### config.mk
export PLATFORM = sky130hd
export DESIGN_NAME = pileup_consensus_caller
export DESIGN_NICKNAME = d
export VERILOG_FILES = /design/src/hw/rtl/pcc_pkg.sv /design/src/hw/rtl/pileup_consensus_caller.sv /design/src/hw/rtl/pcc_obuf.sv /design/src/hw/rtl/pcc_datapath.sv /design/src/hw/rtl/pcc_ctrl.sv
export SDC_FILE = /design/constraint.sdc
export NUM_CORES = 1
export LEC_CHECK = 0
export BUFFER_PORTS_ARGS = -buffer_cell sky130_fd_sc_hd__buf_2
export CORE_UTILIZATION = 35
export CTS_CLUSTER_DIAMETER = 50
export CTS_CLUSTER_SIZE = 25
export DETAILED_ROUTE_END_ITERATION = 6
export GPL_TIMING_DRIVEN = 0
export PLACE_DENSITY = 0.61
export SYNTH_ARGS = -nofsm -noshare
export SYNTH_HDL_FRONTEND = slang
export SYNTH_SLANG_ARGS = --single-unit
export TNS_END_PERCENT = 1
### constraint.sdc
create_clock -name clk -period 7.45 [get_ports clk]
set_input_delay 0.3725 -clock clk [delete_from_list [all_inputs] [get_ports clk]]
set_output_delay 0.3725 -clock clk [all_outputs]
set_load 0.02 [all_outputs]
### src/hw/rtl/pcc_pkg.sv
// shared types, result codes and character constants for the pileup consensus caller
package pcc_pkg;

    localparam int NAME_MAX_DEF   = 30;
    localparam int COUNT_BITS_DEF = 16;
    localparam int POS_BITS_DEF   = 32;

    localparam int BYTE_W = 8;
    localparam int RUN_W  = 32;
    localparam int SKIP_W = 16;
    localparam logic [SKIP_W-1:0] SKIP_SAT = 16'hFFFF;

    localparam logic [7:0] CH_TAB   = 8'h09;
    localparam logic [7:0] CH_NL    = 8'h0A;
    localparam logic [7:0] CH_GT    = 8'h3E;
    localparam logic [7:0] CH_N     = 8'h4E;
    localparam logic [7:0] CH_A     = 8'h41;
    localparam logic [7:0] CH_C     = 8'h43;
    localparam logic [7:0] CH_G     = 8'h47;
    localparam logic [7:0] CH_T     = 8'h54;
    localparam logic [7:0] CH_LA    = 8'h61;
    localparam logic [7:0] CH_LC    = 8'h63;
    localparam logic [7:0] CH_LG    = 8'h67;
    localparam logic [7:0] CH_LT    = 8'h74;
    localparam logic [7:0] CH_DOT   = 8'h2E;
    localparam logic [7:0] CH_COMMA = 8'h2C;
    localparam logic [7:0] CH_PLUS  = 8'h2B;
    localparam logic [7:0] CH_MINUS = 8'h2D;
    localparam logic [7:0] CH_CARET = 8'h5E;
    localparam logic [7:0] CH_0     = 8'h30;
    localparam logic [7:0] CH_9     = 8'h39;

    // result select codes
    localparam logic [2:0] RES_NONE = 3'd0;
    localparam logic [2:0] RES_CONS = 3'd1;
    localparam logic [2:0] RES_RUN  = 3'd2;
    localparam logic [2:0] RES_NL   = 3'd3;
    localparam logic [2:0] RES_GT   = 3'd4;
    localparam logic [2:0] RES_NAME = 3'd5;
    localparam logic [2:0] RES_END  = 3'd6;

    typedef struct packed {
        logic             kind;
        logic [7:0]       out_char;
        logic [RUN_W-1:0] run_length;
        logic             last;
    } res_t;

    typedef struct packed {
        logic       name_wr;
        logic       name_commit;
        logic       pos_clr;
        logic       pos_digit;
        logic       pos_finish;
        logic       ref_load;
        logic       bump_read;
        logic       line_end;
        logic       skip_clr;
        logic       skip_digit;
        logic       skip_dec;
        logic       hdr_mode;
        logic       hdr_inc;
        logic [2:0] res_sel;
    } cmd_t;

    typedef struct packed {
        logic is_tab;
        logic is_nl;
        logic is_digit;
        logic is_indel;
        logic is_caret;
        logic name_room;
        logic hdr_needed;
        logic record_open;
        logic name_empty;
        logic hdr_last;
        logic run_needed;
        logic skip_zero;
        logic skip_one;
    } sts_t;

    // counter index to base letter, order A C T G
    function automatic logic [7:0] base_letter(input logic [1:0] idx);
        logic [7:0] ch;
        case (idx)
            2'd0:    ch = CH_A;
            2'd1:    ch = CH_C;
            2'd2:    ch = CH_T;
            default: ch = CH_G;
        endcase
        return ch;
    endfunction

endpackage

### src/hw/rtl/pileup_consensus_caller.sv
// top level of the pileup majority consensus caller
//
// channel   dir  tdata                         tuser  tlast
// s_*       in   [7:0] in_byte                 -      -
// m_*       out  [7:0] out_char, [39:8] run    kind   last result of the input item
//
// one input item per cycle while the two-entry output buffer has room and no header is being sent
// a name change holds the input while the header goes out: a newline if a record is open, then >, the name, a newline
// no clearing pass: input is taken as soon as reset is released
// m_tready low fills the output buffer, then s_tready drops until an item leaves
module pileup_consensus_caller
#(
    parameter int NAME_MAX   = pcc_pkg::NAME_MAX_DEF,
    parameter int COUNT_BITS = pcc_pkg::COUNT_BITS_DEF,
    parameter int POS_BITS   = pcc_pkg::POS_BITS_DEF
)
(
    input  logic                      clk,
    input  logic                      rst_n,
    input  logic                      s_tvalid,
    output logic                      s_tready,
    input  logic [7:0]                s_tdata,   // in_byte
    output logic                      m_tvalid,
    input  logic                      m_tready,
    output logic [pcc_pkg::RUN_W+7:0] m_tdata,   // out_char, run_length
    output logic                      m_tuser,   // kind
    output logic                      m_tlast
);

    pcc_pkg::cmd_t cmd;
    pcc_pkg::sts_t sts;
    pcc_pkg::res_t res;
    logic          push;
    logic          full;

    pcc_ctrl u_ctrl
    (
        .clk      (clk),
        .rst_n    (rst_n),
        .s_tvalid (s_tvalid),
        .s_tready (s_tready),
        .full     (full),
        .sts      (sts),
        .cmd      (cmd),
        .push     (push)
    );

    pcc_datapath
    #(
        .NAME_MAX   (NAME_MAX),
        .COUNT_BITS (COUNT_BITS),
        .POS_BITS   (POS_BITS)
    )
    u_datapath
    (
        .clk     (clk),
        .rst_n   (rst_n),
        .in_byte (s_tdata),
        .cmd     (cmd),
        .sts     (sts),
        .res     (res)
    );

    pcc_obuf u_obuf
    (
        .clk      (clk),
        .rst_n    (rst_n),
        .push     (push),
        .res      (res),
        .full     (full),
        .m_tvalid (m_tvalid),
        .m_tready (m_tready),
        .m_tdata  (m_tdata),
        .m_tuser  (m_tuser),
        .m_tlast  (m_tlast)
    );

endmodule

### src/hw/rtl/pcc_obuf.sv
// two-entry output buffer between the result source and the master stream
module pcc_obuf
(
    input  logic                              clk,
    input  logic                              rst_n,
    input  logic                              push,
    input  pcc_pkg::res_t                     res,
    output logic                              full,
    output logic                              m_tvalid,
    input  logic                              m_tready,
    output logic [pcc_pkg::RUN_W+7:0]         m_tdata,  // out_char, run_length
    output logic                              m_tuser,  // kind
    output logic                              m_tlast
);

    pcc_pkg::res_t ent_reg [2];
    logic          wr_ptr_reg, wr_ptr_next;
    logic          rd_ptr_reg, rd_ptr_next;
    logic [1:0]    cnt_reg, cnt_next;
    logic          pop;
    pcc_pkg::res_t head;

    assign full     = (cnt_reg == 2'd2);
    assign m_tvalid = (cnt_reg != 2'd0);
    assign pop      = m_tvalid && m_tready;
    assign head     = ent_reg[rd_ptr_reg];
    assign m_tdata  = {head.run_length, head.out_char};
    assign m_tuser  = head.kind;
    assign m_tlast  = head.last;

    always_comb
    begin
        wr_ptr_next = push ? ~wr_ptr_reg : wr_ptr_reg;
        rd_ptr_next = pop ? ~rd_ptr_reg : rd_ptr_reg;
        cnt_next    = cnt_reg;
        if (push && !pop)
        begin
            cnt_next = cnt_reg + 2'd1;
        end
        else if (pop && !push)
        begin
            cnt_next = cnt_reg - 2'd1;
        end
    end

    always_ff @(posedge clk or negedge rst_n)
    begin
        if (!rst_n)
        begin
            wr_ptr_reg <= 1'b0;
            rd_ptr_reg <= 1'b0;
            cnt_reg    <= 2'd0;
        end
        else
        begin
            wr_ptr_reg <= wr_ptr_next;
            rd_ptr_reg <= rd_ptr_next;
            cnt_reg    <= cnt_next;
        end
    end

    always_ff @(posedge clk)
    begin
        if (push)
        begin
            ent_reg[wr_ptr_reg] <= res;
        end
    end

endmodule

### src/hw/rtl/pcc_datapath.sv
// datapath: name store, position tracking, base counters, indel skip and result forming
module pcc_datapath
#(
    parameter int NAME_MAX   = pcc_pkg::NAME_MAX_DEF,
    parameter int COUNT_BITS = pcc_pkg::COUNT_BITS_DEF,
    parameter int POS_BITS   = pcc_pkg::POS_BITS_DEF
)
(
    input  logic                clk,
    input  logic                rst_n,
    input  logic [7:0]          in_byte,
    input  pcc_pkg::cmd_t       cmd,
    output pcc_pkg::sts_t       sts,
    output pcc_pkg::res_t       res
);

    localparam int NP_W = $clog2(NAME_MAX + 1);
    localparam int NA_W = (NAME_MAX > 1) ? $clog2(NAME_MAX) : 1;
    localparam logic [NP_W-1:0] NAME_LIMIT = NP_W'(NAME_MAX);

    logic [7:0]            name_mem [NAME_MAX];
    logic [7:0]            rd_data_reg;
    logic [NA_W-1:0]       rd_addr;
    logic [NP_W-1:0]       rd_sel;

    logic [NP_W-1:0]       name_pos_reg, name_pos_next;
    logic [NP_W-1:0]       name_len_reg;
    logic [NP_W-1:0]       hdr_idx_reg;
    logic                  name_changed_reg, name_changed_next;
    logic                  record_open_reg;

    logic [POS_BITS-1:0]   pos_reg;
    logic [POS_BITS:0]     last_p1_reg;
    logic [POS_BITS-1:0]   pos_x10;
    logic [POS_BITS-1:0]   run_val;

    logic [7:0]            ref_reg;
    logic [COUNT_BITS-1:0] cnt_reg [4];
    logic                  is_base;
    logic                  is_dotcomma;
    logic                  bump_en;
    logic [1:0]            bump_idx;

    logic [pcc_pkg::SKIP_W-1:0] skip_reg;
    logic [pcc_pkg::SKIP_W+3:0] skip_wide;

    logic                  w01;
    logic                  w23;
    logic [COUNT_BITS-1:0] m01;
    logic [COUNT_BITS-1:0] m23;
    logic [1:0]            best;
    logic [COUNT_BITS-1:0] best_cnt;
    logic [7:0]            cons_char;

    // byte classes and status flags
    always_comb
    begin
        sts.is_tab   = (in_byte == pcc_pkg::CH_TAB);
        sts.is_nl    = (in_byte == pcc_pkg::CH_NL);
        sts.is_digit = (in_byte >= pcc_pkg::CH_0) && (in_byte <= pcc_pkg::CH_9);
        sts.is_indel = (in_byte == pcc_pkg::CH_PLUS) || (in_byte == pcc_pkg::CH_MINUS);
        sts.is_caret = (in_byte == pcc_pkg::CH_CARET);
        is_base      = (in_byte == pcc_pkg::CH_A)  || (in_byte == pcc_pkg::CH_C)
                    || (in_byte == pcc_pkg::CH_G)  || (in_byte == pcc_pkg::CH_T)
                    || (in_byte == pcc_pkg::CH_LA) || (in_byte == pcc_pkg::CH_LC)
                    || (in_byte == pcc_pkg::CH_LG) || (in_byte == pcc_pkg::CH_LT);
        is_dotcomma  = (in_byte == pcc_pkg::CH_DOT) || (in_byte == pcc_pkg::CH_COMMA);

        sts.name_room   = (name_pos_reg < NAME_LIMIT);
        sts.hdr_needed  = name_changed_reg || (name_pos_reg != name_len_reg);
        sts.record_open = record_open_reg;
        sts.name_empty  = (name_pos_reg == '0);
        sts.hdr_last    = ((hdr_idx_reg + NP_W'(1)) == name_pos_reg);
        sts.run_needed  = ({1'b0, pos_reg} > last_p1_reg);
        sts.skip_zero   = (skip_reg == '0);
        sts.skip_one    = (skip_reg == pcc_pkg::SKIP_W'(1));
    end

    // name state
    always_comb
    begin
        name_pos_next = name_pos_reg;
        if (cmd.line_end)
        begin
            name_pos_next = '0;
        end
        else if (cmd.name_wr)
        begin
            name_pos_next = name_pos_reg + NP_W'(1);
        end

        name_changed_next = name_changed_reg;
        if (cmd.line_end)
        begin
            name_changed_next = 1'b0;
        end
        else if (cmd.name_wr && ((name_pos_reg >= name_len_reg) || (rd_data_reg != in_byte)))
        begin
            name_changed_next = 1'b1;
        end

        if (cmd.hdr_mode)
        begin
            rd_sel = cmd.hdr_inc ? (hdr_idx_reg + NP_W'(1)) : hdr_idx_reg;
        end
        else
        begin
            rd_sel = name_pos_next;
        end
        rd_addr = (rd_sel < NAME_LIMIT) ? rd_sel[NA_W-1:0] : '0;
    end

    always_ff @(posedge clk)
    begin
        if (cmd.name_wr)
        begin
            name_mem[name_pos_reg[NA_W-1:0]] <= in_byte;
        end
        rd_data_reg <= name_mem[rd_addr];
    end

    // position
    assign pos_x10        = (pos_reg << 3) + (pos_reg << 1);
    assign run_val        = pos_reg - last_p1_reg[POS_BITS-1:0];

    // indel length
    assign skip_wide     = ({4'b0, skip_reg} << 3) + ({4'b0, skip_reg} << 1)
                         + {{(pcc_pkg::SKIP_W){1'b0}}, in_byte[3:0]};

    // base counters
    always_comb
    begin
        bump_idx = is_base ? in_byte[2:1] : ref_reg[2:1];
        bump_en  = cmd.bump_read
                && (is_base || (is_dotcomma && (ref_reg != pcc_pkg::CH_N)));
    end

    // majority with ties to the earlier base
    always_comb
    begin
        w01       = (cnt_reg[1] > cnt_reg[0]);
        m01       = w01 ? cnt_reg[1] : cnt_reg[0];
        w23       = (cnt_reg[3] > cnt_reg[2]);
        m23       = w23 ? cnt_reg[3] : cnt_reg[2];
        if (m23 > m01)
        begin
            best     = {1'b1, w23};
            best_cnt = m23;
        end
        else
        begin
            best     = {1'b0, w01};
            best_cnt = m01;
        end
        cons_char = (best_cnt == '0) ? pcc_pkg::CH_N : pcc_pkg::base_letter(best);
    end

    always_ff @(posedge clk or negedge rst_n)
    begin
        if (!rst_n)
        begin
            name_pos_reg     <= '0;
            name_len_reg     <= '0;
            hdr_idx_reg      <= '0;
            name_changed_reg <= 1'b0;
            record_open_reg  <= 1'b0;
            pos_reg          <= '0;
            last_p1_reg      <= (POS_BITS + 1)'(1);
            ref_reg          <= '0;
            skip_reg         <= '0;
            for (int i = 0; i < 4; i++)
            begin
                cnt_reg[i] <= '0;
            end
        end
        else
        begin
            name_pos_reg     <= name_pos_next;
            name_changed_reg <= name_changed_next;
            if (cmd.name_commit)
            begin
                name_len_reg    <= name_pos_reg;
                record_open_reg <= (name_pos_reg != '0);
                hdr_idx_reg     <= '0;
            end
            else if (cmd.hdr_inc)
            begin
                hdr_idx_reg <= hdr_idx_reg + NP_W'(1);
            end

            if (cmd.pos_clr)
            begin
                pos_reg <= '0;
            end
            else if (cmd.pos_digit)
            begin
                pos_reg <= pos_x10 + {{(POS_BITS-4){1'b0}}, in_byte[3:0]};
            end
            if (cmd.pos_finish)
            begin
                last_p1_reg <= {1'b0, pos_reg} + (POS_BITS + 1)'(1);
            end

            if (cmd.ref_load)
            begin
                ref_reg <= in_byte;
            end

            if (cmd.skip_clr)
            begin
                skip_reg <= '0;
            end
            else if (cmd.skip_digit)
            begin
                skip_reg <= (skip_wide > {4'b0, pcc_pkg::SKIP_SAT})
                          ? pcc_pkg::SKIP_SAT : skip_wide[pcc_pkg::SKIP_W-1:0];
            end
            else if (cmd.skip_dec && !sts.skip_zero)
            begin
                skip_reg <= skip_reg - pcc_pkg::SKIP_W'(1);
            end

            if (cmd.line_end)
            begin
                for (int i = 0; i < 4; i++)
                begin
                    cnt_reg[i] <= '0;
                end
            end
            else if (bump_en && (cnt_reg[bump_idx] != {COUNT_BITS{1'b1}}))
            begin
                cnt_reg[bump_idx] <= cnt_reg[bump_idx] + COUNT_BITS'(1);
            end
        end
    end

    // result forming
    always_comb
    begin
        res = '0;
        case (cmd.res_sel)
            pcc_pkg::RES_CONS:
            begin
                res.out_char = cons_char;
                res.last     = 1'b1;
            end
            pcc_pkg::RES_RUN:
            begin
                res.kind       = 1'b1;
                res.out_char   = pcc_pkg::CH_N;
                res.run_length = pcc_pkg::RUN_W'(run_val);
                res.last       = 1'b1;
            end
            pcc_pkg::RES_NL:
            begin
                res.out_char = pcc_pkg::CH_NL;
            end
            pcc_pkg::RES_GT:
            begin
                res.out_char = pcc_pkg::CH_GT;
            end
            pcc_pkg::RES_NAME:
            begin
                res.out_char = rd_data_reg;
            end
            pcc_pkg::RES_END:
            begin
                res.out_char = pcc_pkg::CH_NL;
                res.last     = 1'b1;
            end
            default:
            begin
                res = '0;
            end
        endcase
    end

endmodule

### src/hw/rtl/pcc_ctrl.sv
// controller: field parser and header sequencer
module pcc_ctrl
(
    input  logic          clk,
    input  logic          rst_n,
    input  logic          s_tvalid,
    output logic          s_tready,
    input  logic          full,
    input  pcc_pkg::sts_t sts,
    output pcc_pkg::cmd_t cmd,
    output logic          push
);

    localparam logic [3:0] ST_NAME       = 4'd0;
    localparam logic [3:0] ST_POS        = 4'd1;
    localparam logic [3:0] ST_POS_SKIP   = 4'd2;
    localparam logic [3:0] ST_REF        = 4'd3;
    localparam logic [3:0] ST_REF_SKIP   = 4'd4;
    localparam logic [3:0] ST_DEPTH_SKIP = 4'd5;
    localparam logic [3:0] ST_READS      = 4'd6;
    localparam logic [3:0] ST_INDEL_NUM  = 4'd7;
    localparam logic [3:0] ST_INDEL_SKIP = 4'd8;
    localparam logic [3:0] ST_QUAL       = 4'd9;
    localparam logic [3:0] ST_TRAIL      = 4'd10;
    localparam logic [3:0] ST_HDR_NL     = 4'd11;
    localparam logic [3:0] ST_HDR_GT     = 4'd12;
    localparam logic [3:0] ST_HDR_NAME   = 4'd13;
    localparam logic [3:0] ST_HDR_END    = 4'd14;

    logic [3:0] state_reg, state_next;
    logic       in_hdr;
    logic       acc;
    logic       do_read;

    assign in_hdr   = state_reg inside {ST_HDR_NL, ST_HDR_GT, ST_HDR_NAME, ST_HDR_END};
    assign s_tready = !in_hdr && !full;
    assign acc      = s_tvalid && s_tready;

    always_comb
    begin
        cmd        = '0;
        push       = 1'b0;
        do_read    = 1'b0;
        state_next = state_reg;
        case (state_reg)
            ST_NAME:
            begin
                if (acc)
                begin
                    if (sts.is_tab)
                    begin
                        cmd.pos_clr = 1'b1;
                        if (sts.hdr_needed)
                        begin
                            cmd.name_commit = 1'b1;
                            state_next      = sts.record_open ? ST_HDR_NL : ST_HDR_GT;
                        end
                        else
                        begin
                            state_next = ST_POS;
                        end
                    end
                    else if (sts.name_room)
                    begin
                        cmd.name_wr = 1'b1;
                    end
                end
            end
            ST_POS:
            begin
                if (acc)
                begin
                    if (sts.is_digit)
                    begin
                        cmd.pos_digit = 1'b1;
                    end
                    else
                    begin
                        cmd.pos_finish = 1'b1;
                        if (sts.run_needed)
                        begin
                            push        = 1'b1;
                            cmd.res_sel = pcc_pkg::RES_RUN;
                        end
                        state_next = sts.is_tab ? ST_REF : ST_POS_SKIP;
                    end
                end
            end
            ST_POS_SKIP:
            begin
                if (acc && sts.is_tab)
                begin
                    state_next = ST_REF;
                end
            end
            ST_REF:
            begin
                if (acc)
                begin
                    cmd.ref_load = 1'b1;
                    state_next   = ST_REF_SKIP;
                end
            end
            ST_REF_SKIP:
            begin
                if (acc && sts.is_tab)
                begin
                    state_next = ST_DEPTH_SKIP;
                end
            end
            ST_DEPTH_SKIP:
            begin
                if (acc && sts.is_tab)
                begin
                    state_next = ST_READS;
                end
            end
            ST_READS:
            begin
                do_read = acc;
            end
            ST_INDEL_NUM:
            begin
                if (acc)
                begin
                    if (sts.is_digit)
                    begin
                        cmd.skip_digit = 1'b1;
                    end
                    else if (!sts.skip_zero)
                    begin
                        cmd.skip_dec = 1'b1;
                        state_next   = sts.skip_one ? ST_READS : ST_INDEL_SKIP;
                    end
                    else
                    begin
                        do_read = 1'b1;
                    end
                end
            end
            ST_INDEL_SKIP:
            begin
                if (acc)
                begin
                    cmd.skip_dec = 1'b1;
                    if (sts.skip_one || sts.skip_zero)
                    begin
                        state_next = ST_READS;
                    end
                end
            end
            ST_QUAL:
            begin
                if (acc)
                begin
                    state_next = ST_READS;
                end
            end
            ST_TRAIL:
            begin
                if (acc && sts.is_nl)
                begin
                    cmd.line_end = 1'b1;
                    cmd.res_sel  = pcc_pkg::RES_CONS;
                    push         = 1'b1;
                    state_next   = ST_NAME;
                end
            end
            ST_HDR_NL:
            begin
                cmd.hdr_mode = 1'b1;
                if (!full)
                begin
                    push        = 1'b1;
                    cmd.res_sel = pcc_pkg::RES_NL;
                    state_next  = ST_HDR_GT;
                end
            end
            ST_HDR_GT:
            begin
                cmd.hdr_mode = 1'b1;
                if (!full)
                begin
                    push        = 1'b1;
                    cmd.res_sel = pcc_pkg::RES_GT;
                    state_next  = sts.name_empty ? ST_HDR_END : ST_HDR_NAME;
                end
            end
            ST_HDR_NAME:
            begin
                cmd.hdr_mode = 1'b1;
                if (!full)
                begin
                    push        = 1'b1;
                    cmd.res_sel = pcc_pkg::RES_NAME;
                    if (sts.hdr_last)
                    begin
                        state_next = ST_HDR_END;
                    end
                    else
                    begin
                        cmd.hdr_inc = 1'b1;
                    end
                end
            end
            ST_HDR_END:
            begin
                cmd.hdr_mode = 1'b1;
                if (!full)
                begin
                    push        = 1'b1;
                    cmd.res_sel = pcc_pkg::RES_END;
                    state_next  = ST_POS;
                end
            end
            default:
            begin
                state_next = ST_NAME;
            end
        endcase

        // read-bases byte
        if (do_read)
        begin
            state_next = ST_READS;
            if (sts.is_nl)
            begin
                cmd.line_end = 1'b1;
                cmd.res_sel  = pcc_pkg::RES_CONS;
                push         = 1'b1;
                state_next   = ST_NAME;
            end
            else if (sts.is_tab)
            begin
                state_next = ST_TRAIL;
            end
            else if (sts.is_indel)
            begin
                cmd.skip_clr = 1'b1;
                state_next   = ST_INDEL_NUM;
            end
            else if (sts.is_caret)
            begin
                state_next = ST_QUAL;
            end
            else
            begin
                cmd.bump_read = 1'b1;
            end
        end
    end

    always_ff @(posedge clk or negedge rst_n)
    begin
        if (!rst_n)
        begin
            state_reg <= ST_NAME;
        end
        else
        begin
            state_reg <= state_next;
        end
    end

endmodule
==> key figures, run 1 <==
Power and ir drop
  • Pwr/cell area: 331 nW/µm²
  • Overall power: 10.7 mW
  • Leak: 12.7 nW
  • VDD IR-drop max: 0.242 mV

GRT
  • Total gr overflow: 0
  • First-pass GRT wire length: 122000 µm
  • Initial antenna violation count: 0
  • Total track usage: 0.189
  • Pin count of the biggest net entering global routing: 93
  • Vias in the first global route: 21100

Routing
  • DR vias: 21600
  • Routed length per instance: 20.2 µm
  • Antenna Nets Post-Route: 0
  • Routed WL: 78900 µm
  • Drt first-iter violations: 1804
  • DRC: 0
  • Vias per inst: 5.54
  • Drt first pass iters: 6

Worst setup path
  • CP max FO: 10
  • FF-to-FF path depth: 24
  • Critical path class: reg -> reg
  • Reg-to-reg critical path startpoint: u_datapath.cnt_reg[51]$_DFFE_PN0P_
  • Peak per-stage delay on the critical path: 650 ps
  • CP Launch Type: flop
  • Sequence of cells on the critical path: inv_1 -> ha_1 -> nand3_1 -> o221ai_1 -> a21o_1 -> a21oi_1 -> o21ai_0 -> a221oi_1 -> a21oi_1 -> clkbuf_1 -> clkbuf_1 -> mux2i_1 -> ha_1 -> a21o_1 -> a21o_1 -> a21o_1 -> a21o_1 -> a21oi_1 -> o21ai_0 -> or2_2 -> o221ai_1 -> mux2_2 -> a21boi_0 -> o221ai_1
  • Worst Path Required: 7750 ps
  • Most used cell, CP: a21o_1
  • CP endpoint kind: flop
  • CP max-delay cell: clkbuf_1
  • Worst path arrival time: 6850 ps
  • Crit. Startpoint: u_datapath.cnt_reg[51]$_DFFE_PN0P_
  • RR Endpoint: u_obuf.ent_reg[0][35]$_DFFE_PP_
  • Critical Path End: u_obuf.ent_reg[0][35]$_DFFE_PP_
  • FF-to-FF setup slack: 900 ps

Synthesis
  • Post-synth top cells: edfxtp_1, nand2_1, o21ai_0, ha_1, nor2_1
  • Synth Cell Area: 28700 µm²
  • EDFF count, synth: 324
  • Synth area leaders: edfxtp_1, dfrtp_1, ha_1
  • #FFs+latches synth: 510
  • Most numerous cell in the Yosys netlist: edfxtp_1
  • Post-Syn Area per Cell: 10.7 µm²
  • Warnings, synthesis: 0
  • Ys async rst share: 0.349
  • Yosys cell types: 98
  • Register area share after synthesis: 0.499
  • Synth top area share: 0.338
  • Synth Instances: 2688
  • Syn Nets: 2889
  • Area leader, netlist: edfxtp_1
  • Ys flop type: edfxtp_1

Placed design
  • DP Wirelength: 56700 µm
  • GPL Wtd Cong: 0.910
  • Port bufs: 55
  • Placed cell areas: 30500 µm²
  • Placed Cells: 3807

CTS
  • # clock sinks: 510
  • Clock buffer count from CTS: 50
  • Post-CTS setup buffers: 0
  • CTS Buffer Depth: 3
  • Clock root buffer master: clkbuf_16
  • Worst-Skew Late Latency: 620 ps
  • Clk slew on worst S/H paths: 70 ps
  • H-tree depth: 2
  • CTS tree: yes

Hold path
  • Worst min-delay path class: in -> reg

Floorplanning
  • Rows: 104
  • Die height: 289 µm
  • Die ar.: 83300 µm²
  • Die W: 289 µm
  • I/O pins: 56
  • Initial Utilization: 0.355
  • Core Area: 80900 µm²

Final layout
  • Max reg flops: 240
  • Layout cell share with drive strength beyond 1: 0.108
  • Nets: 3001
  • Post-Layout Cell Count: 3903
  • Area delta synth->final: 12.4%
  • Design Area, Final: 32300 µm²

STA
  • RSZ-0062 raised after global routing: no
  • Final min period: 6550 ps
  • Fmax: 153 MHz
  • Fin Setup TNS: 0 ps
  • Worst Clk Skew: 30.8 ps
  • Final Setup Violations: 0
  • Worst slew pin tran: 1390 ps
  • Fin. max-slew vios: 0
  • Worst hold slack: 317 ps
  • Final hold viol count: 0
  • Period utilisation layout: 0.879
  • Slew HR: 0.0663

Run
  • Max Cap Viol: 0

Run status
  • Status: complete, no violations
## layout make-up
| type | count | area [µm²] |
|---|---|---|
| diodes | 1 | 2.50 |
| plain buffers | 117 | 517 |
| clock buffers | 53 | 1290 |
| clock inverters | 41 | 522 |
| fillers | 7905 | 48600 |
| inverters | 118 | 443 |
| multi-input cells | 1943 | 13500 |
| flip-flops and latches | 510 | 14300 |
| well taps | 1060 | 1330 |
| repair buffers | 60 | 390 |
## power by group
group          total (mW)  leakage (nW)  switching [mW]  internal [mW]
Sequential           3.49          5.41           0.212           3.28
Combinational        4.46          6.46            2.84           1.62
Clock                2.75         0.876            1.30           1.46
## worst max-delay path: cells and delay by family, from the launching register on
family | cells | cell delay, ps
compound gates | 15 | 2870
buf+inv | 3 | 1230
simple gates | 2 | 390
mux | 2 | 710
flops | 1 | 450
fa+ha+maj | 2 | 570
## metal layers
metal	global-route usage	share of wire
met5	0	0
met4	0.0445	0.021
met3	0.0250	0.057
met2	0.310	0.47
met1	0.264	0.46
## worst min-delay path by stage
stage               slack [ps]                                    from  cells past startpoint                                     end
floorplan                   80                                   rst_n                      0         u_ctrl.state_reg[0]$_DFFE_PN0P_
CTS                        260                                m_tready                      3           u_obuf.rd_ptr_reg$_DFFE_PN0P_
global placement           460  u_datapath.last_p1_reg[16]$_DFFE_PN0P_                      2  u_datapath.last_p1_reg[16]$_DFFE_PN0P_
finish                     320                                m_tready                      3           u_obuf.rd_ptr_reg$_DFFE_PN0P_
global route               290                                m_tready                      3           u_obuf.rd_ptr_reg$_DFFE_PN0P_
detailed placement         450                                   rst_n                      1      u_datapath.cnt_reg[51]$_DFFE_PN0P_
## what timing repair did
action | 4_1_cts | 5_1_grt
resized for setup | 0 | 0
hold buffers | 1 | 0
hold endpoints to repair | 86 | 0
## kinds of logic (layout without fill, tap and decap cells)
| group | Yosys count | in the layout | synth area share |
|---|---|---|---|
| fa+ha+maj | 189 | 189 | 0.0836 |
| other cells | 0 | 1 | 0 |
| buf+inv | 235 | 389 | 0.0334 |
| flops | 510 | 510 | 0.499 |
| compound gates | 601 | 601 | 0.136 |
| xor+xnor | 140 | 140 | 0.0427 |
| mux | 136 | 136 | 0.0575 |
| simple gates | 877 | 877 | 0.148 |
## metrics by stage
step / utilization / setup WS (ps)
2_1_floorplan: - / 2140
3_3_place_gp: 0.375 / -608
3_5_place_dp: 0.376 / 849
4_1_cts: 0.399 / 815
5_1_grt: 0.399 / 470
6_report: 0.399 / 902
## layout by cell type, fill, tap and decap left out, types with 17 or more instances in the layout
cell       instances
edfxtp_1         324
inv_1            118
nor2b_1           18
mux2i_1           55
o21ai_1           21
a21o_1            55
nor4_1            26
a211oi_1          35
mux2_2            63
nand3_1          177
nand2b_1          21
nor3_1            73
a21oi_1          108
clkbuf_1          74
nor2_1           178
buf_2             83
dfrtp_1          177
or3_1             18
xor2_1            67
and3_1            26
nand4_1           36
nand2_1          232
o21ai_0          200
and2_1            20
ha_1             184
o22ai_1           18
xnor2_1           73
mux4_2            17
o21a_1            19
clkbuf_16         51
(Power assumes the default switching activity.)
==> inputs of run 2 (changes only) <==
CORE_UTILIZATION = 50   (was 35)
PLACE_DENSITY = 0.77   (was 0.61)
==> run 2 against run 1 <==
Net effect: first-iteration DRC count rose by 19%; worst setup slack got worse by 44 ps; wire length fell by 5.2%; cell count fell by 7.9%; total power fell by 1.5%; die area fell by 30%; maximum frequency fell by 0.66%; cell area fell by 1.4%; global-route usage rose by 6.4 points; clock power fell by 4%; sequential power barely moved; largest cell class unchanged.
==> key figures, run 2 (synthesis gave the netlist of run 1 again) <==
Power and ir drop
  • Sequential power share: 0.331 (+0.005)
  • Overall power: 10.5 mW (-1.5%)
  • Clock power frac: 0.252 (-0.005)
  • Psw: 4.30 mW (-0.91%)
  • VDD IR-drop max: 0.300 mV (+24%)
  • Leak: 12.7 nW (-0.32%)
  • Power share of the combinational group: 0.417 (about the same)
  • Pwr/cell area: 331 nW/µm² (about the same)
  • Internal power: 6.24 mW (-1.8%)
  • Switching share of power: 0.408 (+0.00225)

Routing
  • DRC: 0 (unchanged)
  • Drt first pass iters: 7 (+1)
  • Routed length per instance: 20.8 µm (+2.9%)
  • DR vias: 22200 (+2.8%)
  • Routed WL: 74800 µm (-5.2%)
  • Antenna Nets Post-Route: 0 (unchanged)
  • Drt first-iter violations: 2145 (+19%)
  • Vias per inst: 6.18 (+12%)

Worst setup path
  • Delay-heaviest family, CP: compound AO/OA/AOI/OAI gates
  • Worst Path Required: 7730 ps (-20 ps)
  • CP endpoint kind: flop
  • CP max FO: 10 (unchanged)
  • Critical path class: reg -> reg
  • Buf/Inv on CP: 3 (unchanged)
  • CP max-delay cell: clkbuf_1
  • Sequence of cells on the critical path: inv_1 -> ha_1 -> nand3_1 -> o221ai_1 -> a21o_1 -> a21oi_1 -> o21ai_0 -> a221oi_1 -> a21oi_1 -> clkbuf_1 -> clkbuf_1 -> mux2i_1 -> ha_1 -> a21o_1 -> a21o_1 -> a21o_1 -> a21o_1 -> a21oi_1 -> o21ai_0 -> or2_2 -> o221ai_1 -> mux2_2 -> a21boi_0 -> o221ai_1
  • Reg-to-reg critical path startpoint: u_datapath.cnt_reg[49]$_DFFE_PN0P_
  • RR Endpoint: u_obuf.ent_reg[0][35]$_DFFE_PP_
  • Peak per-stage delay on the critical path: 620 ps (-30 ps)
  • FF-to-FF setup slack: 860 ps (-40 ps)
  • Worst path arrival time: 6870 ps (+20 ps)
  • CP Launch Type: flop
  • Most used cell, CP: a21o_1
  • FF-to-FF path depth: 24 (unchanged)

CTS
  • H-tree depth: 2 (unchanged)
  • Post-CTS setup buffers: 0 (unchanged)
  • Clk slew on worst S/H paths: 70 ps (about the same)
  • Worst-Skew Late Latency: 630 ps (about the same)
  • CTS Buffer Depth: 3 (unchanged)
  • Clock root buffer master: clkbuf_16
  • Clock buffer count from CTS: 49 (-2.0%)
  • # clock sinks: 510 (unchanged)
  • CTS tree: yes

Floorplanning
  • Die height: 242 µm (-16%)
  • Die ar.: 58500 µm² (-30%)
  • Rows: 87 (-16%)
  • Initial Utilization: 0.508 (+0.153)
  • I/O pins: 56 (unchanged)
  • Die W: 242 µm (-16%)
  • Core Area: 56600 µm² (-30%)

GRT
  • Total track usage: 0.253 (+0.0643)
  • Initial antenna violation count: 0 (unchanged)
  • Total gr overflow: 0 (unchanged)
  • Pin count of the biggest net entering global routing: 91 (-2.2%)
  • First-pass GRT wire length: 119000 µm (-2.8%)
  • Vias in the first global route: 22000 (+4.2%)

STA
  • RSZ-0062 raised after global routing: no
  • Worst Clk Skew: 35.0 ps (+4.23 ps)
  • Fmax: 152 MHz (-0.66%)
  • Final hold viol count: 0 (unchanged)
  • Final Setup Violations: 0 (unchanged)
  • Final min period: 6590 ps (+43.7 ps)
  • Slew HR: 0.228 (+0.161)
  • Fin Setup TNS: 0 ps (unchanged)
  • Fin. max-slew vios: 0 (unchanged)
  • Worst slew pin tran: 1150 ps (-241 ps)
  • Period utilisation layout: 0.885 (+0.00586)
  • Worst hold slack: 103 ps (-214 ps)

Placed design
  • Port bufs: 55 (unchanged)
  • DP Wirelength: 53900 µm (-5.0%)
  • GPL Wtd Cong: 0.979 (+7.6%)

Hold path
  • Worst min-delay path class: in -> reg
  • HP Start: m_tready
  • Hold EP: u_obuf.rd_ptr_reg$_DFFE_PN0P_
  • Hold Path Stages: 3 (unchanged)

Final layout
  • Max reg flops: 240 (unchanged)
  • Nets: 3000 (-0.033%)
  • Commonest non-fill, non-tap cells in the layout: edfxtp_1, nand2_1, o21ai_0, ha_1, nor2_1
  • Layout cell share with drive strength beyond 1: 0.107 (-0.00129)
  • Antenna diodes: 0 (-1)
  • Most common cell after layout, fill and taps aside: edfxtp_1
  • Area delta synth->final: 10.8%
  • FILL cells: 4792 (-39%)

Run status
  • Status: complete, no violations

Run
  • Max Cap Viol: 0 (unchanged)
run 2: final cells by class:
cell class                 instances  area, µm²  share of cell area
multi-input combinational       1943      13500               0.423
inverter                         118        443              0.0139
clock buffer                      50       1230              0.0386
clock inverter                    41        527              0.0165
timing repair buffer              60        370              0.0116
tap                              756        946              0.0297
buffer                           117        517              0.0162
sequential                       510      14300               0.451
run 2: worst max path at each step:
stage / startpoint / to / depth (start not counted)
after global routing: u_datapath.cnt_reg[50]$_DFFE_PN0P_ / u_obuf.ent_reg[0][35]$_DFFE_PP_ / 24
after global placement: u_datapath.pos_reg[1]$_DFFE_PN0P_ / u_obuf.ent_reg[0][24]$_DFFE_PP_ / 12
after detailed placement: u_datapath.cnt_reg[49]$_DFFE_PN0P_ / u_obuf.ent_reg[1][35]$_DFFE_PP_ / 24
final: u_datapath.cnt_reg[49]$_DFFE_PN0P_ / u_obuf.ent_reg[0][35]$_DFFE_PP_ / 24
after CTS: u_datapath.cnt_reg[49]$_DFFE_PN0P_ / u_obuf.ent_reg[0][35]$_DFFE_PP_ / 24
after floorplan: u_datapath.cnt_reg[50]$_DFFE_PN0P_ / u_obuf.ent_reg[0][35]$_DFFE_PP_ / 24
run 2: worst min-delay path, delay by kind of cell:
kind	cells	cell delay, ps
xor+xnor	1	80
buf+inv	1	100
simple gates	1	110
run 2: stage by stage:
step / instances / util / instance area, µm² / worst slack [ps]
after floorplan: 2688 / - / 28700 / 2140
after global placement: 3499 / 0.529 / 30000 / 65.3
after detailed placement: 3503 / 0.531 / 30100 / 849
after CTS: 3595 / 0.562 / 31800 / 829
after global routing: 3595 / 0.562 / 31800 / 455
final: 3595 / 0.562 / 31800 / 858
run 2: metal layers:
layer	vias to the layer above	wire, µm	GRT usage
met5	-	0	0
met4	0	1860	0.0847
met3	136	6150	0.0394
met2	973	35100	0.413
met1	10900	31600	0.344
li1	10200	-	-
run 2: repair_timing:
item	in CTS	in global routing
hold buffers	1	0
hold endpoints to repair	88	0
gates resized for setup	0	0
endpoints found under the setup margin	0	0
run 2: power by group through the flow:
stage / sequential (mW) / combinational (mW) / clock, mW
3_5_place_dp: 3.55 / 4.28 / 0
6_report: 3.49 / 4.40 / 2.65
4_1_cts: 3.49 / 4.32 / 2.68
3_3_place_gp: 3.54 / 4.17 / 0
2_1_floorplan: 3.48 / 3.09 / 0
5_1_grt: 3.52 / 4.72 / 2.79
==> inputs of run 3 (changes only) <==
ABC_AREA = 0   (was not set)
MAX_ROUTING_LAYER = met4   (was not set)
==> run 3 against run 2 <==
Net effect: cell area is essentially flat; wire length is 0.11% higher; global-route usage increased by 0.79 points; flip-flop and latch count did not move; clock power barely moved; critical path depth unchanged; largest power group unchanged; critical endpoint is now u_obuf.ent_reg[1][35]$_DFFE_PP_; die area is the same; via count down 0.17%; count of clock-buffer cells in the layout shrank 2; maximum frequency increased by 2.6%.
==> key figures, run 3 (synthesis gave the netlist of run 1 again) <==
Run status
  • Status: complete, no violations

Hold path
  • Worst min-delay path class: in -> reg

Final layout
  • Max reg flops: 240 (unchanged)
  • Fin util: 0.563 (about the same)
  • Most common cell after layout, fill and taps aside: edfxtp_1
  • Area delta synth->final: 10.8% (about the same)
  • Nets: 2999 (-0.033%)
  • Commonest non-fill, non-tap cells in the layout: edfxtp_1, nand2_1, o21ai_0, ha_1, nor2_1
  • Layout cell share with drive strength beyond 1: 0.107 (+0.000390)

Worst setup path
  • Delay-heaviest family, CP: compound AO/OA/AOI/OAI gates
  • CP max-delay cell: clkbuf_1
  • Worst path arrival time: 6760 ps (-110 ps)
  • CP endpoint kind: flop
  • CP max FO: 10 (unchanged)
  • Worst Path Required: 7780 ps (+50 ps)
  • Peak per-stage delay on the critical path: 610 ps (about the same)
  • Most used cell, CP: a21o_1
  • CP Launch Type: flop
  • Sequence of cells on the critical path: inv_1 -> ha_1 -> nand3_1 -> o221ai_1 -> a21o_1 -> a21oi_1 -> o21ai_0 -> a221oi_1 -> a21oi_1 -> clkbuf_1 -> clkbuf_1 -> mux2i_1 -> ha_1 -> a21o_1 -> a21o_1 -> a21o_1 -> a21o_1 -> a21oi_1 -> o21ai_0 -> or2_2 -> o221ai_1 -> mux2_2 -> a21boi_0 -> o221ai_1
  • Critical path class: reg -> reg
  • Buf/Inv on CP: 3 (unchanged)

Floorplanning
  • Die ar.: 58500 µm² (unchanged)
  • Initial Utilization: 0.508 (unchanged)
  • Core Area: 56600 µm² (unchanged)
  • I/O pins: 56 (unchanged)
  • Rows: 87 (unchanged)
  • Die height: 242 µm (unchanged)
  • Die W: 242 µm (unchanged)

Routing
  • Routed length per instance: 20.8 µm (+0.11%)
  • Drt first pass iters: 6 (-1)
  • Antenna Nets Post-Route: 0 (unchanged)
  • Drt first-iter violations: 2120 (-1.2%)
  • DRC: 0 (unchanged)
  • Routed WL: 74900 µm (+0.11%)
  • DR vias: 22200 (-0.17%)
  • Vias per inst: 6.17 (-0.17%)

STA
  • Period utilisation layout: 0.862 (-0.0225)
  • Fin. max-slew vios: 0 (unchanged)
  • Fmax: 156 MHz (+2.6%)
  • Final hold viol count: 0 (unchanged)
  • Worst slew pin tran: 1160 ps (+3.79 ps)
  • RSZ-0062 raised after global routing: no
  • Worst Clk Skew: 33.6 ps (-1.38 ps)
  • Fin Setup TNS: 0 ps (unchanged)
  • Worst hold slack: 71.2 ps (-32.0 ps)
  • Final min period: 6420 ps (-167 ps)
  • Final Setup Violations: 0 (unchanged)
  • Slew HR: 0.225 (-0.00254)

CTS
  • CTS Buffer Depth: 3 (unchanged)
  • Cts repair resizes: 0 (unchanged)
  • Worst-Skew Late Latency: 620 ps (about the same)
  • H-tree depth: 2 (unchanged)
  • Clk slew on worst S/H paths: 80 ps (about the same)
  • Clock root buffer master: clkbuf_16
  • # clock sinks: 510 (unchanged)
  • Post-CTS setup buffers: 0 (unchanged)
  • Clock buffer count from CTS: 48 (-2.0%)
  • CTS tree: yes

Power and ir drop
  • Psw: 4.34 mW (+0.89%)
  • Sequential power share: 0.331 (about the same)
  • Clock power frac: 0.252 (about the same)
  • Switching share of power: 0.410 (+0.00229)
  • Pwr/cell area: 332 nW/µm² (+0.29%)
  • Overall power: 10.6 mW (+0.33%)
  • Power share of the combinational group: 0.417 (about the same)
  • VDD IR-drop max: 0.245 mV (-18%)
  • Internal power: 6.24 mW (about the same)
  • Leak: 12.7 nW (about the same)

GRT
  • Total track usage: 0.261 (+0.00792)
  • Vias in the first global route: 21800 (-0.81%)
  • First-pass GRT wire length: 119000 µm (-0.20%)
  • Pin count of the biggest net entering global routing: 94 (+3.3%)
  • Initial antenna violation count: 1 (+1)
  • Total gr overflow: 0 (unchanged)

Placed design
  • Port bufs: 55 (unchanged)
  • GPL Wtd Cong: 0.999 (+2.1%)
  • DP Wirelength: 54200 µm (+0.56%)

Run
  • Max Cap Viol: 0 (unchanged)
-- run 3: path summary, 6_finish.rpt --
kind	slack [ps]	start	cells after the start	to
worst max-delay path	1030	u_datapath.cnt_reg[50]$_DFFE_PN0P_	24	u_obuf.ent_reg[1][35]$_DFFE_PP_
worst min-delay path	70	m_tready	3	u_obuf.rd_ptr_reg$_DFFE_PN0P_
worst max register to register	1030	u_datapath.cnt_reg[50]$_DFFE_PN0P_	24	u_obuf.ent_reg[1][35]$_DFFE_PP_
worst min register to register	480	u_datapath.last_p1_reg[18]$_DFFE_PN0P_	2	u_datapath.last_p1_reg[18]$_DFFE_PN0P_
max in group asynchronous	6120	rst_n	3	u_datapath.cnt_reg[12]$_DFFE_PN0P_
min in group asynchronous	380	rst_n	2	u_datapath.last_p1_reg[18]$_DFFE_PN0P_
-- run 3: power by group through the flow --
stage	sequential [mW]	combinational [mW]	clock [mW]
6_report	3.50	4.42	2.67
5_1_grt	3.52	4.74	2.80
4_1_cts	3.49	4.34	2.70
3_5_place_dp	3.55	4.30	0
3_3_place_gp	3.54	4.17	0
2_1_floorplan	3.48	3.09	0
-- run 3: metrics by stage --
step	instance area (µm²)	instances	worst slack [ps]
2_1_floorplan	28700	2688	2140
3_3_place_gp	30000	3499	142
3_5_place_dp	30100	3503	994
4_1_cts	31800	3594	987
5_1_grt	31800	3595	611
6_report	31800	3595	1030
-- run 3: tightest hold or removal path, stage by stage --
cell	delay [ps]
buf_2	100
nand2_1	110
xnor2_1	80
-- run 3: what timing repair did --
| action | CTS | global route |
|---|---|---|
| hold endpoints to repair | 84 | 0 |
| hold buffers | 1 | 0 |
| endpoints found under the setup margin | 0 | 0 |
-- run 3: layout make-up --
class	count	area (µm²)
well taps	756	946
fillers	4756	24800
clock buffers	48	1200
plain buffers	117	517
inverters	118	443
multi-input cells	1943	13500
repair buffers	60	370
flip-flops and latches	510	14300
diodes	1	2.50
clock inverters	42	564
-- run 3: per-layer routing --
| layer | global-route usage | part of all wire |
|---|---|---|
| met1 | 0.348 | 0.43 |
| met4 | 0.0830 | 0.028 |
| met5 | - | 0 |
| met3 | 0.0343 | 0.080 |
| met2 | 0.414 | 0.46 |
